### config.mk
export PLATFORM = sky130hd
export DESIGN_NAME = epoch_to_calendar_time_core
export DESIGN_NICKNAME = d
export VERILOG_FILES = /design/src/hw/rtl/ect_pkg.sv /design/src/hw/rtl/ect_split.sv /design/src/hw/rtl/ect_date.sv /design/src/hw/rtl/ect_time.sv /design/src/hw/rtl/epoch_to_calendar_time_core.sv
export SDC_FILE = /design/constraint.sdc
export NUM_CORES = 2
export LEC_CHECK = 0
export BUFFER_PORTS_ARGS = -buffer_cell sky130_fd_sc_hd__buf_4
export CAP_MARGIN = 10
export CORE_UTILIZATION = 40
export CTS_BUF_LIST = sky130_fd_sc_hd__clkbuf_4
export DETAILED_ROUTE_END_ITERATION = 8
export PLACE_DENSITY = 0.53
export SLEW_MARGIN = 20
export SYNTH_ARGS = -nofsm -noshare
export SYNTH_HDL_FRONTEND = slang
export SYNTH_SLANG_ARGS = --single-unit
export TNS_END_PERCENT = 10
### constraint.sdc
create_clock -name i_clk -period 12.4 [get_ports i_clk]
set_clock_uncertainty 0.1 [all_clocks]
set_input_delay 0.62 -clock i_clk [delete_from_list [all_inputs] [get_ports i_clk]]
set_output_delay 0.62 -clock i_clk [all_outputs]
set_load 0.05 [all_outputs]
### src/hw/rtl/ect_pkg.sv
// Shared types, constants and the month table of the epoch-to-calendar converter.
// Used by every module under hw/rtl except ect_checker; depends on nothing.
package ect_pkg;

    // Seconds per day is 675 * 128: the low seven bits pass straight through.
    localparam int SecLowBits = 7;
    localparam int DayBlock = 86400 >> SecLowBits;
    localparam logic [25:0] DayRecip = 26'd50903316;   // floor(2^35 / 675)
    localparam int DayShift = 35;

    // Days counted from 1968-01-01, the leap year that opens a four-year cycle.
    localparam logic [15:0] DayBias = 16'd731;
    localparam logic [10:0] QuadDays = 11'd1461;
    localparam logic [15:0] QuadRecip = 16'd45933;     // floor(2^26 / 1461)
    localparam int QuadShift = 26;
    // First day (from 1970) of 2100-03-01; from there on a missing Feb 29 is skipped.
    localparam logic [15:0] SkipDay = 16'd47541;
    localparam logic [11:0] BaseYear = 12'd1968;

    localparam logic [11:0] HourSecs = 12'd3600;
    localparam logic [10:0] HourRecip = 11'd1165;      // floor(2^22 / 3600)
    localparam int HourShift = 22;
    localparam logic [5:0] MinSecs = 6'd60;
    localparam logic [10:0] MinRecip = 11'd1092;       // floor(2^16 / 60)
    localparam int MinShift = 16;

    typedef struct packed {
        logic [15:0] days;
        logic [16:0] sod;
    } t_split;

    // Day of year on which month idx (0 is January) begins.
    function automatic logic [8:0] month_start(input logic leap, input logic [3:0] idx);
        logic [8:0] base;
        begin
            unique case (idx)
                4'd0: base = 9'd0;
                4'd1: base = 9'd31;
                4'd2: base = 9'd59;
                4'd3: base = 9'd90;
                4'd4: base = 9'd120;
                4'd5: base = 9'd151;
                4'd6: base = 9'd181;
                4'd7: base = 9'd212;
                4'd8: base = 9'd243;
                4'd9: base = 9'd273;
                4'd10: base = 9'd304;
                4'd11: base = 9'd334;
                default: base = 9'd0;
            endcase
            if (leap && idx >= 4'd2) begin
                base = base + 9'd1;
            end
            return base;
        end
    endfunction

endpackage

### src/hw/rtl/ect_split.sv
// Three-stage split of the second count into whole days and second of day.
// Depends on ect_pkg.
module ect_split (
    input  logic           i_clk,
    input  logic           i_rst_n,
    input  logic           i_vld,
    input  logic [31:0]    i_secs,
    output logic           o_vld,
    output ect_pkg::t_split o_split
);

    logic [2:0]  r_vld;
    logic [24:0] r1_x;
    logic [6:0]  r1_lo;
    logic [50:0] r1_prod;
    logic [24:0] r2_x;
    logic [6:0]  r2_lo;
    logic [15:0] r2_q;
    logic [25:0] r2_qm;
    ect_pkg::t_split r3_split;

    logic [15:0] n2_q;
    logic [25:0] n2_qm;
    logic [25:0] n3_diff;
    logic [10:0] n3_rem;
    ect_pkg::t_split n3_split;

    always_ff @(posedge i_clk) begin
        if (!i_rst_n) begin
            r_vld <= '0;
        end else begin
            r_vld <= {r_vld[1:0], i_vld};
        end
    end

    // Quotient estimate is low by at most one; stage three corrects it.
    assign n2_q  = r1_prod[ect_pkg::DayShift +: 16];
    assign n2_qm = 26'(n2_q * 10'(ect_pkg::DayBlock));

    always_comb begin
        n3_diff = {1'b0, r2_x} - r2_qm;
        n3_rem  = n3_diff[10:0];
        n3_split.days = r2_q;
        if (n3_rem >= 11'(ect_pkg::DayBlock)) begin
            n3_rem = n3_rem - 11'(ect_pkg::DayBlock);
            n3_split.days = r2_q + 16'd1;
        end
        n3_split.sod = {n3_rem[9:0], r2_lo};
    end

    always_ff @(posedge i_clk) begin
        r1_x     <= i_secs[31:ect_pkg::SecLowBits];
        r1_lo    <= i_secs[ect_pkg::SecLowBits-1:0];
        r1_prod  <= 51'(i_secs[31:ect_pkg::SecLowBits] * ect_pkg::DayRecip);
        r2_x     <= r1_x;
        r2_lo    <= r1_lo;
        r2_q     <= n2_q;
        r2_qm    <= n2_qm;
        r3_split <= n3_split;
    end

    assign o_vld   = r_vld[2];
    assign o_split = r3_split;

endmodule

### src/hw/rtl/ect_date.sv
// Six-stage conversion of a day count into year, month and day of month.
// Depends on ect_pkg.
module ect_date (
    input  logic            i_clk,
    input  logic            i_rst_n,
    input  logic            i_vld,
    input  ect_pkg::t_split i_split,
    output logic            o_vld,
    output logic [11:0]     o_year,
    output logic [3:0]      o_month,
    output logic [4:0]      o_day
);

    logic [5:0]  r_vld;
    logic [15:0] r4_d;
    logic [31:0] r4_prod;
    logic [15:0] r5_d;
    logic [5:0]  r5_q;
    logic [15:0] r5_qm;
    logic [5:0]  r6_quad;
    logic [10:0] r6_rem;
    logic [11:0] r7_year;
    logic [8:0]  r7_doy;
    logic        r7_leap;
    logic [11:0] r8_year;
    logic [8:0]  r8_doy;
    logic        r8_leap;
    logic [3:0]  r8_mon;
    logic [11:0] r9_year;
    logic [3:0]  r9_month;
    logic [4:0]  r9_day;

    logic [15:0] n4_d;
    logic [15:0] n6_diff;
    logic [11:0] n6_rem;
    logic [5:0]  n6_quad;
    logic [1:0]  n7_yiq;
    logic [10:0] n7_doy;
    logic [3:0]  n8_mon;
    logic [8:0]  n9_day;

    always_ff @(posedge i_clk) begin
        if (!i_rst_n) begin
            r_vld <= '0;
        end else begin
            r_vld <= {r_vld[4:0], i_vld};
        end
    end

    // From March 2100 on, one day is added so that the four-year cycle,
    // which assumes 2100 is a leap year, lands on the right date.
    assign n4_d = i_split.days + ect_pkg::DayBias
                + ((i_split.days >= ect_pkg::SkipDay) ? 16'd1 : 16'd0);

    always_comb begin
        n6_diff = r5_d - r5_qm;
        n6_rem  = n6_diff[11:0];
        n6_quad = r5_q;
        if (n6_rem >= 12'(ect_pkg::QuadDays)) begin
            n6_rem  = n6_rem - 12'(ect_pkg::QuadDays);
            n6_quad = r5_q + 6'd1;
        end
    end

    // The first year of each cycle is the leap year with 366 days.
    always_comb begin
        priority if (r6_rem < 11'd366) begin
            n7_yiq = 2'd0;
            n7_doy = r6_rem;
        end else if (r6_rem < 11'd731) begin
            n7_yiq = 2'd1;
            n7_doy = r6_rem - 11'd366;
        end else if (r6_rem < 11'd1096) begin
            n7_yiq = 2'd2;
            n7_doy = r6_rem - 11'd731;
        end else begin
            n7_yiq = 2'd3;
            n7_doy = r6_rem - 11'd1096;
        end
    end

    always_comb begin
        n8_mon = '0;
        for (int k = 1; k < 12; k++) begin
            if (r7_doy >= ect_pkg::month_start(r7_leap, 4'(k))) begin
                n8_mon = n8_mon + 4'd1;
            end
        end
    end

    assign n9_day = r8_doy - ect_pkg::month_start(r8_leap, r8_mon) + 9'd1;

    always_ff @(posedge i_clk) begin
        r4_d     <= n4_d;
        r4_prod  <= n4_d * ect_pkg::QuadRecip;
        r5_d     <= r4_d;
        r5_q     <= r4_prod[ect_pkg::QuadShift +: 6];
        r5_qm    <= 16'(r4_prod[ect_pkg::QuadShift +: 6] * ect_pkg::QuadDays);
        r6_quad  <= n6_quad;
        r6_rem   <= n6_rem[10:0];
        r7_year  <= ect_pkg::BaseYear + {4'd0, r6_quad, 2'd0} + {10'd0, n7_yiq};
        r7_doy   <= n7_doy[8:0];
        r7_leap  <= (n7_yiq == 2'd0);
        r8_year  <= r7_year;
        r8_doy   <= r7_doy;
        r8_leap  <= r7_leap;
        r8_mon   <= n8_mon;
        r9_year  <= r8_year;
        r9_month <= r8_mon + 4'd1;
        r9_day   <= n9_day[4:0];
    end

    assign o_vld   = r_vld[5];
    assign o_year  = r9_year;
    assign o_month = r9_month;
    assign o_day   = r9_day;

endmodule

### src/hw/rtl/ect_time.sv
// Six-stage split of the second of day into hour, minute and second.
// Runs in lockstep with ect_date; depends on ect_pkg.
module ect_time (
    input  logic            i_clk,
    input  ect_pkg::t_split i_split,
    output logic [4:0]      o_hour,
    output logic [5:0]      o_minute,
    output logic [5:0]      o_second
);

    logic [16:0] r4_sod;
    logic [27:0] r4_prod;
    logic [16:0] r5_sod;
    logic [5:0]  r5_h;
    logic [16:0] r5_hm;
    logic [4:0]  r6_h;
    logic [11:0] r6_ms;
    logic [4:0]  r7_h;
    logic [11:0] r7_ms;
    logic [22:0] r7_prod;
    logic [4:0]  r8_h;
    logic [11:0] r8_ms;
    logic [5:0]  r8_m;
    logic [11:0] r8_mm;
    logic [4:0]  r9_h;
    logic [5:0]  r9_m;
    logic [5:0]  r9_s;

    logic [16:0] n6_diff;
    logic [12:0] n6_ms;
    logic [5:0]  n6_h;
    logic [11:0] n9_diff;
    logic [6:0]  n9_s;
    logic [5:0]  n9_m;

    // Both quotient estimates are low by at most one and are corrected here.
    always_comb begin
        n6_diff = r5_sod - r5_hm;
        n6_ms   = n6_diff[12:0];
        n6_h    = r5_h;
        if (n6_ms >= 13'(ect_pkg::HourSecs)) begin
            n6_ms = n6_ms - 13'(ect_pkg::HourSecs);
            n6_h  = r5_h + 6'd1;
        end
    end

    always_comb begin
        n9_diff = r8_ms - r8_mm;
        n9_s    = n9_diff[6:0];
        n9_m    = r8_m;
        if (n9_s >= 7'(ect_pkg::MinSecs)) begin
            n9_s = n9_s - 7'(ect_pkg::MinSecs);
            n9_m = r8_m + 6'd1;
        end
    end

    always_ff @(posedge i_clk) begin
        r4_sod  <= i_split.sod;
        r4_prod <= 28'(i_split.sod * ect_pkg::HourRecip);
        r5_sod  <= r4_sod;
        r5_h    <= r4_prod[ect_pkg::HourShift +: 6];
        r5_hm   <= 17'(r4_prod[ect_pkg::HourShift +: 6] * ect_pkg::HourSecs);
        r6_h    <= n6_h[4:0];
        r6_ms   <= n6_ms[11:0];
        r7_h    <= r6_h;
        r7_ms   <= r6_ms;
        r7_prod <= 23'(r6_ms * ect_pkg::MinRecip);
        r8_h    <= r7_h;
        r8_ms   <= r7_ms;
        r8_m    <= r7_prod[ect_pkg::MinShift +: 6];
        r8_mm   <= 12'(r7_prod[ect_pkg::MinShift +: 6] * ect_pkg::MinSecs);
        r9_h    <= r8_h;
        r9_m    <= n9_m;
        r9_s    <= n9_s[5:0];
    end

    assign o_hour   = r9_h;
    assign o_minute = r9_m;
    assign o_second = r9_s;

endmodule

### src/hw/rtl/epoch_to_calendar_time_core.sv
// Top level of the epoch-to-calendar converter: second split, date and time pipes.
// Depends on ect_pkg, ect_split, ect_date and ect_time.
//
//   Channel   Handshake            Payload
//   input     i_start, o_busy      i_epoch_seconds
//   result    o_valid (strobe)     o_cal_year, o_cal_month, o_cal_day,
//                                  o_clock_hour, o_clock_minute, o_clock_second
//
// A transfer is taken in every cycle; o_busy stays low.
// Results come out one per input, in input order, from the pipeline:
// three stages split days from seconds, six more convert both parts in parallel.
// Latency is fixed by the pipeline depth and nothing inside ever stalls.
// Synchronous reset clears only the valid bits; items in flight are dropped.
module epoch_to_calendar_time_core (
    input  logic        i_clk,
    input  logic        i_rst_n,
    input  logic        i_start,
    output logic        o_busy,
    input  logic [31:0] i_epoch_seconds,
    output logic        o_valid,
    output logic [11:0] o_cal_year,
    output logic [3:0]  o_cal_month,
    output logic [4:0]  o_cal_day,
    output logic [4:0]  o_clock_hour,
    output logic [5:0]  o_clock_minute,
    output logic [5:0]  o_clock_second
);

    logic            split_vld;
    ect_pkg::t_split split;

    assign o_busy = 1'b0;

    ect_split u_split (
        .i_clk   (i_clk),
        .i_rst_n (i_rst_n),
        .i_vld   (i_start),
        .i_secs  (i_epoch_seconds),
        .o_vld   (split_vld),
        .o_split (split)
    );

    ect_date u_date (
        .i_clk   (i_clk),
        .i_rst_n (i_rst_n),
        .i_vld   (split_vld),
        .i_split (split),
        .o_vld   (o_valid),
        .o_year  (o_cal_year),
        .o_month (o_cal_month),
        .o_day   (o_cal_day)
    );

    ect_time u_time (
        .i_clk    (i_clk),
        .i_split  (split),
        .o_hour   (o_clock_hour),
        .o_minute (o_clock_minute),
        .o_second (o_clock_second)
    );

endmodule

# [After elaboration in Yosys (flattened, before gate mapping)]
# Memories as Yosys holds them, arrays and structs flattened. A register that Yosys moved wholly into a read port is not among the register bits.
# Index checks and enable logic that the tools add are counted.
# Widths: inputs -> output; s select.
[totals] register_bits=467 rom_bits=144 inputBits=35 out_inout_bits=40 word_cells=146 mem_count=1
[mem_list] name="(name not given)" depth=16 word_bits=9 read_ports=1 rd_ports_with_merged_regs=1 wr=0 line="ect_pkg.sv:36" rtl="unique case (idx)"
[op_classes] addsub=33 multipliers=8 order_cmp=20 mux=37 n_reduce_logical=2
[ops] operator="$mul 25x24->49 const B" n=1
[ops] operator="$mux 4" n=11
[ops] operator="$add 4x1->4 const B" n=10
[ops] operator="$ge 9x8->1" n=4
[ops] operator="$mul 16x16->32 const B" n=1
[ops] operator="$mul 17x11->28 const B" n=1
[ops] operator="$ge 9x9->1" n=3
[ops] operator="$mux 9" n=3
[ops] operator="$mul 12x9->20 const B" n=1
[ops] operator="$ge 9x7->1" n=2
[ops] operator="$mux 6" n=3
[ops] operator="$add 16x1->16" n=1
[ops] operator="$add 16x1->16 const B" n=1
[ops] operator="$add 16x10->16 const B" n=1
[ops] operator="$ge 16x16->1 const B" n=1
[ops] operator="$mul 16x10->11 const B" n=1
[ops] operator="$mux 16" n=1
[ops] operator="$add 5x1->5 const B" n=3
[ops] operator="$ge 13x12->1 const B" n=1
[ops] operator="$sub 13x13->13" n=1
[ops] operator="$add 11x8->12 const A" n=1
[ops] operator="$add 12x2->12" n=1
[ops] operator="$add 6x1->6 const B" n=2
[ops] operator="$ge 12x11->1 const B" n=1
[ops] operator="32 further kinds" n=44

# [Longest topological paths before layout]
[depth] depth_word=22 depth_mapped=37

# [Modules after synthesis]
# Synthesis repeated with hierarchy kept, for this count alone.
[unflattened] hier_cells=3101 area_unflattened_um2=32050.7
[modules_own_cells] module="ect_split" n_inst=1 cells_each=1202 area_per_inst_um2=12826.1
[modules_own_cells] module="ect_date" n_inst=1 cells_each=1218 area_per_inst_um2=11883.9
[modules_own_cells] module="ect_time" n_inst=1 cells_each=679 area_per_inst_um2=7329.5
[modules_own_cells] module="epoch_to_calendar_time_core" n_inst=1 cells_each=2 area_per_inst_um2=11.3

# [Worst setup path before layout]
# Ideal clock, no wire load.
[synth_path] path_kind="reg-to-reg" start="register u_split.r3_split, in the netlist u_split.o_split[18]" end="register u_date.r4_prod[31]" setup_time_ns=0.072 arrival_time_ns=7.469 t_required_ns=12.228 path_slack_ns=4.759 path_stages_with_launch=37 period_less_slack_ns=7.641 path_cell_list="dfxtp_1 o21ai_0 nand2b_1 a31o_2 a311oi_1 o21ai_0 nand2_1 ha_1 inv_1 o21ai_0 nor2b_1 nor2b_1 o31ai_1 a21boi_0 and3_1 xor2_1 ha_1 fa_1 inv_1 fa_1 inv_1 fa_1 fa_1 inv_1 fa_1 inv_1 ha_1 a21o_1 a21o_1 a21oi_1 o21ai_0 a221oi_1 nand2_1 a21oi_1 o31ai_1 a21oi_1 xnor2_1"
[synth_between] elab_chain_len=4 elab_cells_between_ends=5
[synth_lines] element="start, declared" line="ect_split.sv:20" rtl="ect_pkg::t_split r3_split;"
[synth_lines] element="start signal, assigned" line="ect_split.sv:59" rtl="r3_split <= n3_split;"
[synth_lines] element="$ge 16x16->1" line="ect_date.sv:53" rtl="+ ((i_split.days >= ect_pkg::SkipDay) ? 16'd1 : 16'd0);"
[synth_lines] element="$mux 1" line="ect_date.sv:53"
[synth_lines] element="$add 16x1->16 (*)" line="ect_date.sv:53"
[synth_lines] element="$mul 16x16->32 (*)" line="ect_date.sv:95" rtl="r4_prod <= n4_d * ect_pkg::QuadRecip;"
[synth_lines] element="end signal, assigned" line="ect_date.sv:95"
[synth_lines] element="end, declared" line="ect_date.sv:16" rtl="logic [31:0] r4_prod;"
# Every way passes the cells marked *; elsewhere a longest branch is shown, timed or not.
# A chain may end at the register's enable or synchronous reset.

# [Final worst setup path]
# Same ends and word-level chain as after synthesis.

==> metrics.txt <==
status=completed; DR pass1 iterations=5; placed wire-length estimate=51.8 mm; clk slew on worst S/H paths=0.06 ns; r2r startpoint=u_split.o_split[18]; Worst R2R End=u_date.r4_prod[31]; FP Rows=102; Critical Path RT=13.00 ns; reg-to-reg slack, setup=3.91 ns; WS Path Type=flip-flop to flip-flop; Die W=283 µm; Setup crit end=u_date.r4_prod[31]; endpoints failing setup=0; initial antenna violation count=2; Num CTS Buffers=94; CP max stage delay=0.53 ns; area delta synth->final=10.3%; setup TNS=0 ns; CTS tree=yes; FFs w/ async S/R, synth=0%; Min-Delay Path Class=flip-flop to flip-flop; drt total wl=62.8 mm; first-pass GRT wire length=107 mm; die area=80300 µm²; GPL Wtd Cong=0.841; Detail Route Antenna Nets=0; IO Pins=75; residual DRC count=0; vias in the first global route=22494; Achievable Freq=118 MHz; Final Hold Viols=0; Post CTS Setup Buffer Count=0; crit start category=flip-flop; Cells after Synth=3061; period utilisation layout=68.5%; share of cells above drive strength 1=8.06%; Cell variety after synth=86; Post-Syn Area=31700 µm²; WL per Instance=14.5 µm; top post-synthesis cells by area=ha_1 28%, dfxtp_1 23%, fa_1 20%, inv_1 7.7%, xnor2_1 3.3%; die height=283 µm; synth warn=0; max-slew violation count=0; post-synth top area cell=ha_1; post_cts resized=0; Worst-Margin Slew=1.09 ns; slowest CP cell=fa_1; CP startpoint=u_split.o_split[18]; number of H-tree levels=3; synthesized flop and latch total=365; clock root buffer master=clkbuf_4; crit path max fanout=6; clk_lat worst skew=0.79 ns; Seq/Total Area, Yosys=23.1%; Finished Core Util=44.9%; GRT overflow=0; largest net degree at the start of global routing=27; vias=20888; PortBufs=73; crit path capture type=flip-flop; Final Instance Area=34900 µm²; syn_nets=4129; R2R depth=36; Synth Flop Type=dfxtp_1; Fill cells=7547; post-cts hold buffer count=21; placed inst area=33400 µm²; RSZ-0062 raised after global routing=no; critical path arrival=9.09 ns; initial DRC count=739; Vias/cell=4.81; initial core utilization=40.7%; final net count=4296; Sink Count=365; Slew HR=26.8%; Synth Area per Inst=10.3 µm²; Yosys top cell area share=28.4%; Core Region=77800 µm²; Max Cap Viol=0; Post-synth EDFFs=0; GRT Resource Usage Total=16.1%; minimum clock period=8.49 ns; Max Root-Sink Buffers=3; Hold Crit Start=u_date.r6_quad[0]
## synthesized netlist by cell type, drive strengths merged (14+ instances only)
cell type and count:
o21bai 17, inv 646, xor2 65, a21o 61
o211ai 14, fa 313, nand4 31, ha 720
a21oi 108, dfxtp 365, o21ai 74, nand2b 20
nor2b 27, nor2 96, and2 22, xnor2 122
nand2 74, and3 16, nor3 27, nand3 34
## placed cells by master (no fill, tap or decap), types with 16 or more instances in the layout
cell type      Yosys  layout
a21o_1            61      61
a21oi_1          107     106
and2_1            20      20
and3_1            16      16
buf_4              3      75
clkbuf_4           0     134
clkinv_1           0      19
dfxtp_1          365     365
dlygate4sd3_1      0      21
fa_1             313     313
ha_1             720     720
inv_1            646     646
nand2_1           74      74
nand2b_1          20      20
nand3_1           33      33
nand4_1           31      31
nor2_1            95      95
nor2b_1           27      27
nor3_1            27      26
o21ai_0           70      70
o21bai_1          17      17
xnor2_1          120     119
xor2_1            63      62
## kinds of logic (layout without fill, tap and decap cells)
group	after synthesis	count (layout)	synth area share (%)
AOI/OAI and AO/OA	390	390	8.16
xor gates and xnor gates	191	191	5.59
adders and majority gates	1033	1033	48.2
buffers and inverters	671	910	8.03
DFF	365	365	23.1
muxes	15	15	0.510
other	1	2	0.0118
and+or+nand+nor	395	395	6.41
## worst max-delay path: cells and delay by family (launching register included)
family | cells | cell delay, ns
and+or+nand+nor | 6 | 0.80
xor gates and xnor gates | 2 | 0.62
adders and majority gates | 8 | 3.19
DFF | 1 | 0.32
buffers and inverters | 5 | 0.25
AOI/OAI and AO/OA | 15 | 3.10
## final cells by class
type                            instances  area, µm²  share of cell area (%)
Antenna cell                            1       2.50                 0.00716
Inverter                              646       2420                    6.94
Tap cell                             1040       1300                    3.72
Sequential cell                       365       7310                    20.9
Clock buffer                          134       1010                    2.88
Clock inverter                         34        278                   0.795
Multi-Input combinational cell       2025      21900                    62.5
Timing Repair Buffer                   96        773                    2.21
## metal layers
layer | GRT usage (%) | up-vias | wire length (µm)
met5 | 0 | - | 13
met4 | 5.64 | 2 | 1520
met3 | 2.02 | 99 | 1870
met2 | 29.2 | 340 | 31600
met1 | 19.6 | 9969 | 27800
li1 | - | 10478 | -
## state kept, by name, indices dropped and copies added (netlist names), 12 cells and up, named ones only
signal           cells
u_split.r1_prod     16
u_date.r5_d         12
u_time.r4_sod       13
u_time.r5_sod       13
u_date.r4_d         12
u_time.r6_ms        12
u_split.o_split     33
u_split.r2_q        16
## worst min-delay path by stage
stage | end | slack (ns) | cells past startpoint
after floorplan | u_date.o_year[0] | 0.21 | 0
after global placement | u_split.r2_lo[1] | 0.21 | 0
after detailed placement | u_date.r5_d[4] | 0.21 | 0
after CTS | u_date.r7_year[2] | 0.21 | 0
after global routing | u_time.r8_h[4] | 0.21 | 0
final | u_date.r7_year[2] | 0.21 | 0
## per-stage QoR
stage	hold slack [ns]	setup slack, ns	cells
after global routing	0.208	3.10	4341
after global placement	0.210	4.14	4151
after floorplan	0.210	4.76	3061
after CTS	0.211	3.94	4340
final	0.210	3.91	4341
after detailed placement	0.212	3.95	4151
Power is left out: the tool's default activity adds up to more than one toggle a clock period on the data nets, which glitch-free logic cannot reach.
